**config.mk**
```make
export PLATFORM = sky130hd
export DESIGN_NAME = art_cmp_unit
export DESIGN_NICKNAME = d
export VERILOG_FILES = /design/src/hdl/assert_macros.svh /design/src/hdl/art_pkg.sv /design/src/hdl/art_cmp_unit.sv
export SDC_FILE = /design/constraint.sdc
export NUM_CORES = 1
export LEC_CHECK = 0
export CORE_MARGIN = 2
export CORE_UTILIZATION = 23
export DETAILED_ROUTE_END_ITERATION = 10
export DONT_BUFFER_PORTS = 1
export GPL_ROUTABILITY_DRIVEN = 0
export GPL_TIMING_DRIVEN = 0
export PLACE_DENSITY_LB_ADDON = 0.25
export SYNTH_ARGS = -nofsm -noshare
export SYNTH_HDL_FRONTEND = slang
export SYNTH_SLANG_ARGS = --single-unit
```
**constraint.sdc**
```tcl
create_clock -name vclk -period 8.95
set_input_delay 0 -clock vclk [all_inputs]
set_output_delay 0 -clock vclk [all_outputs]
set_load 0.01 [all_outputs]
```
**src/hdl/assert_macros.svh**
```systemverilog
// Assertion macros shared by the address range tracker RTL.
// Include with the bare file name; needs no package.
`ifndef ASSERT_MACROS_SVH
`define ASSERT_MACROS_SVH

// Same-cycle implication, disabled while reset is asserted.
`define ASSERT_IMPLIES(label, clk, rst_n, a, b) \
  label: assert property (@(posedge clk) disable iff (!(rst_n)) (a) |-> (b)) \
    else $error("assertion failed");

// Next-cycle implication, disabled while reset is asserted.
`define ASSERT_NEXT(label, clk, rst_n, a, b) \
  label: assert property (@(posedge clk) disable iff (!(rst_n)) (a) |=> (b)) \
    else $error("assertion failed");

`endif

```
**src/hdl/art_pkg.sv**
```systemverilog
// Package for the address range tracker: operation and status codes,
// sequencer states and the compare unit flag struct. No dependencies.
`timescale 1ns / 1ps

package art_pkg;

  localparam logic [1:0] FUNC_ADD    = 2'd0;
  localparam logic [1:0] FUNC_REMOVE = 2'd1;
  localparam logic [1:0] FUNC_FIND   = 2'd2;

  typedef enum logic [1:0] {
    STAT_OK       = 2'd0,
    STAT_DUP      = 2'd1,
    STAT_NOTFOUND = 2'd2,
    STAT_FULL     = 2'd3
  } status_e;

  typedef enum logic [1:0] {
    S_CLEAR,
    S_IDLE,
    S_SCAN,
    S_FINISH
  } art_state_e;

  // Results of the shared compare unit for one candidate entry.
  typedef struct packed {
    logic eq;        // candidate base equals the key
    logic le;        // candidate base is not above the key
    logic gt;        // candidate base is above the current best base
    logic in_range;  // key lies below candidate base plus length
  } cmp_flags_t;

endpackage

```
**src/hdl/art_cmp_unit.sv**
```systemverilog
// Shared compare unit: checks one candidate entry against the key and the
// current best base. Depends on art_pkg.
`timescale 1ns / 1ps

module art_cmp_unit
  import art_pkg::*;
#(
  parameter int ADDR_BITS = 48
) (
  input  logic [ADDR_BITS-1:0] key_i,
  input  logic [ADDR_BITS-1:0] cand_base_i,
  input  logic [ADDR_BITS-1:0] cand_len_i,
  input  logic [ADDR_BITS-1:0] best_base_i,
  output cmp_flags_t           flags_o
);

  logic [ADDR_BITS:0] range_end;

  // The end of the range is one bit wider so that it never wraps.
  assign range_end = {1'b0, cand_base_i} + {1'b0, cand_len_i};

  assign flags_o.eq       = (cand_base_i == key_i);
  assign flags_o.le       = (cand_base_i <= key_i);
  assign flags_o.gt       = (cand_base_i > best_base_i);
  assign flags_o.in_range = ({1'b0, key_i} < range_end);

endmodule
```
After elaboration in Yosys (flattened, before gate mapping)
Index checks and enable logic that the tools add are counted.
{"block": "classes", "n_eq_ne": 1, "magnitude_cmp": 3, "addsub": 1}
{"operator": "48-bit by 48-bit adder with 49-bit output", "count": 1}
{"operator": "48-bit by 49-bit less-than comparator with 1-bit output", "count": 1}
{"operator": "48-bit equality test", "count": 1}
{"operator": "48-bit > comparator", "count": 1}
{"operator": "48-bit less-or-equal comparator", "count": 1}
{"block": "totals", "ff_bits": 0, "out_inout_bits": 4}

Longest topological paths before layout
{"block": "logic_depth", "word_depth": 2, "depth_mapped": 22}

Least setup slack after synthesis
No wires, ideal clock.
{"block": "synth_path", "path_kind": "input port to output port", "startpoint": "in cand_base_i[0]", "endpoint": "out flags_o[0] (netlist name)", "cell_stages": 21, "arrival_ns": 3.728, "slack_ns": 5.222, "cell_sequence": "ha_1 -> inv_1 -> fa_1 -> nor2b_1 -> o21ai_2 -> o221ai_2 -> a21oi_1 -> o31ai_2 -> o21ai_2 -> a21oi_4 -> a21oi_1 -> xor2_1 -> ha_1 -> nand3_1 -> nor4_1 -> o21ai_0 -> o211ai_1 -> a21oi_1 -> a21o_1 -> a2111oi_1 -> nor3_1"}
{"element": "start, declared", "line": "art_cmp_unit.sv:11", "text": "input logic [ADDR_BITS-1:0] cand_base_i,"}
{"element": "end, declared", "line": "art_cmp_unit.sv:14", "text": "output cmp_flags_t flags_o"}

==> flow_metrics.tcl <==
set metrics [dict create \
    outcome "complete, no violations" \
    fp.dieH_um 169.4 \
    p_int_mw 0.1950 \
    total_power_mw 0.4434 \
    cp_max_fo 7 \
    p_sw_frac 0.5601 \
    grt_usage 0.1373 \
    cp_slowest_cell "nor4_1" \
    dp_hpwl_um 18800 \
    yosysWarnings 0 \
    cp-start-kind "primary input" \
    critPathRequiredTime_ns 8.95 \
    fin_ws_ns 4.115 \
    drv_slew 0 \
    vias 5901 \
    overflow 0 \
    post_dp_cell_area_um2 6718 \
    grt_pass1_vias 5893 \
    cts_setup_buffers 0 \
    p_seq_frac 0 \
    grt_max_degree 11 \
    crit_buf_inv 1 \
    postRouteWirelength_um 20390 \
    drc 0 \
    tightest_slew_ns 1.025 \
    floorplan.initialDensity 0.2341 \
    ctsResizeCount 0 \
    io_pins 196 \
    cp_cell_sequence "ha_1 -> inv_1 -> fa_1 -> nor2b_1 -> o21ai_2 -> o221ai_2 -> a21oi_1 -> o31ai_2 -> o21ai_2 -> a21oi_4 -> a21oi_1 -> xor2_1 -> ha_1 -> nand3_1 -> nor4_1 -> o21ai_0 -> o211ai_1 -> a21oi_1 -> a21o_1 -> a2111oi_1 -> nor3_1" \
    seq_cells 0 \
    max_slew_margin 0.3101 \
    path_common_cell "a21oi_1" \
    crit_family "compound AO/OA/AOI/OAI gates" \
    clkbuf_count 0 \
    wl_per_cell_um 17.16 \
    cpPeakStageDelay_ns 0.49 \
    io_buffers 0 \
    ir_drop_v 0.00001645 \
    diodes 0 \
    max_freq_ghz 0.2068 \
    crit_type "primary input to primary output" \
    tns_ns 0 \
    final_net_count 1233 \
    switchingPower_mw 0.2483 \
    worst_setup_path_end_kind "primary output" \
    maxCapViolations 0 \
    final_area_um2 6718 \
    fp.coreArea_um2 26880 \
    antenna_found_initial 0 \
    place_inst 1188 \
    ys_seq_area_frac 0 \
    p_comb_frac 1.000 \
    setup_viol 0 \
    viasPerCell 4.967 \
    rsz0062_at_grt "no" \
    synth.net_count 1231 \
    clockPowerShare 0 \
    drtAntennaViolNets 0 \
    post-place-ws_ns 3.987 \
    drt_iter0_markers 252 \
    min_path_type "primary input to primary output" \
    power-per-cell-area_nw_per_um2 66.00 \
    fin_crit_ns 4.835 \
    rows 60 \
    drive_gt1_frac 0.04132 \
    grt_pass1_wl_um 31700 \
    hold_viol_final 0 \
    critPathArrivalTime_ns 4.83 \
    leakage_nw 3.485 \
    synth_area_um2 6291 \
    area_growth_pct 6.782 \
    regArea_um2 0 \
    fin_crit_sh 0.5402 \
    cts_hold_buf 0 \
    drtPass1Iterations 4 \
    final_cells 1188 \
    fillers 3014 \
    die_x_um 169.4 \
    yosysUniqueCellTypes 64 \
    avgSynthCellArea_um2 7.427 \
    die_area_um2 28690 \
    netlist_instances 847 \
]
area by class of cell:
type               instances  area (um^2)  share of cell area
multi-input cells        718         5782              0.8607
well taps                341        426.7             0.06351
inverters                113        424.2             0.06314
plain buffers             16        85.08             0.01267
cell families after synthesis:
| group | synth area share |
|---|---|
| AOI/OAI and AO/OA | 0.2985 |
| muxes | 0.003182 |
| buffers and inverters | 0.08095 |
| xor gates and xnor gates | 0.05847 |
| and+or+nand+nor | 0.1758 |
| adders and majority gates | 0.3831 |
metrics by stage:
stage,hold slack [ns],util
CTS,0.4137,0.2500
global route,0.4508,0.2500
global placement,0.4087,0.2500
detailed placement,0.4114,0.2500
floorplan,0.3341,-
finish,0.4090,0.2500
tightest hold or removal path, delay by kind of cell:
| family | cells | cell delay (ns) |
|---|---|---|
| and+or+nand+nor | 2 | 0.18 |
| adders and majority gates | 1 | 0.23 |
synthesized netlist by cell type, types with 4 or more instances:
master	n	area (um^2)
and4_1	4	35.03
nor3_1	9	45.04
nor4_1	6	37.54
inv_1	113	424.2
buf_2	8	40.04
a31oi_1	7	43.79
nor2_1	34	127.6
a211oi_1	8	60.06
nor2b_1	21	131.4
nand2b_1	16	100.1
ha_1	191	2390
nand4_1	33	206.5
nand3_1	15	75.07
o21a_1	11	82.58
a21o_1	56	420.4
xor2_1	22	192.7
clkbuf_1	5	18.77
and3_1	8	50.05
o211ai_1	14	105.1
o21bai_1	7	52.55
nand2_1	42	157.7
o21ai_0	40	200.2
a21oi_1	88	440.4
o21ai_1	7	35.03
xnor2_1	20	175.2
power groups by stage:
stage          Combinational [mW]  Sequential [mW]  Clock [mW]
3_3_place_gp                0.444                0           0
5_1_grt                     0.515                0           0
3_5_place_dp                0.445                0           0
4_1_cts                     0.449                0           0
2_1_floorplan               0.349                0           0
6_report                    0.443                0           0
cell usage in the layout (no fill, tap or decap), drive strengths merged, types with 5 or more instances in the layout:
master,count
nor2,34
nand4,34
nor4,6
nor3,11
a21oi,92
nand2b,16
o211ai,16
o21ai,50
nand2,43
o21bai,7
xnor2,20
ha,191
nand3,15
buf,11
o21a,11
clkbuf,5
a31oi,7
xor2,22
nor2b,21
and3,8
a211oi,9
inv,113
a21o,56
metal layers:
| layer | track usage | share of wire | up-vias |
|---|---|---|---|
| met4 | 0.01041 | 0.0082 | 0 |
| li1 | - | - | 3118 |
| met5 | 0 | 0 | - |
| met2 | 0.2229 | 0.42 | 164 |
| met3 | 0.02355 | 0.066 | 8 |
| met1 | 0.1973 | 0.50 | 2611 |
final timing paths:
| check | startpoint | end | slack [ns] | cells after the start |
|---|---|---|---|---|
| max | cand_base_i[0] | flags_o[0] | 4.12 | 21 |
| min | cand_base_i[3] | flags_o[3] | 0.41 | 3 |
Note: power is estimated with default switching activity, not from simulation.
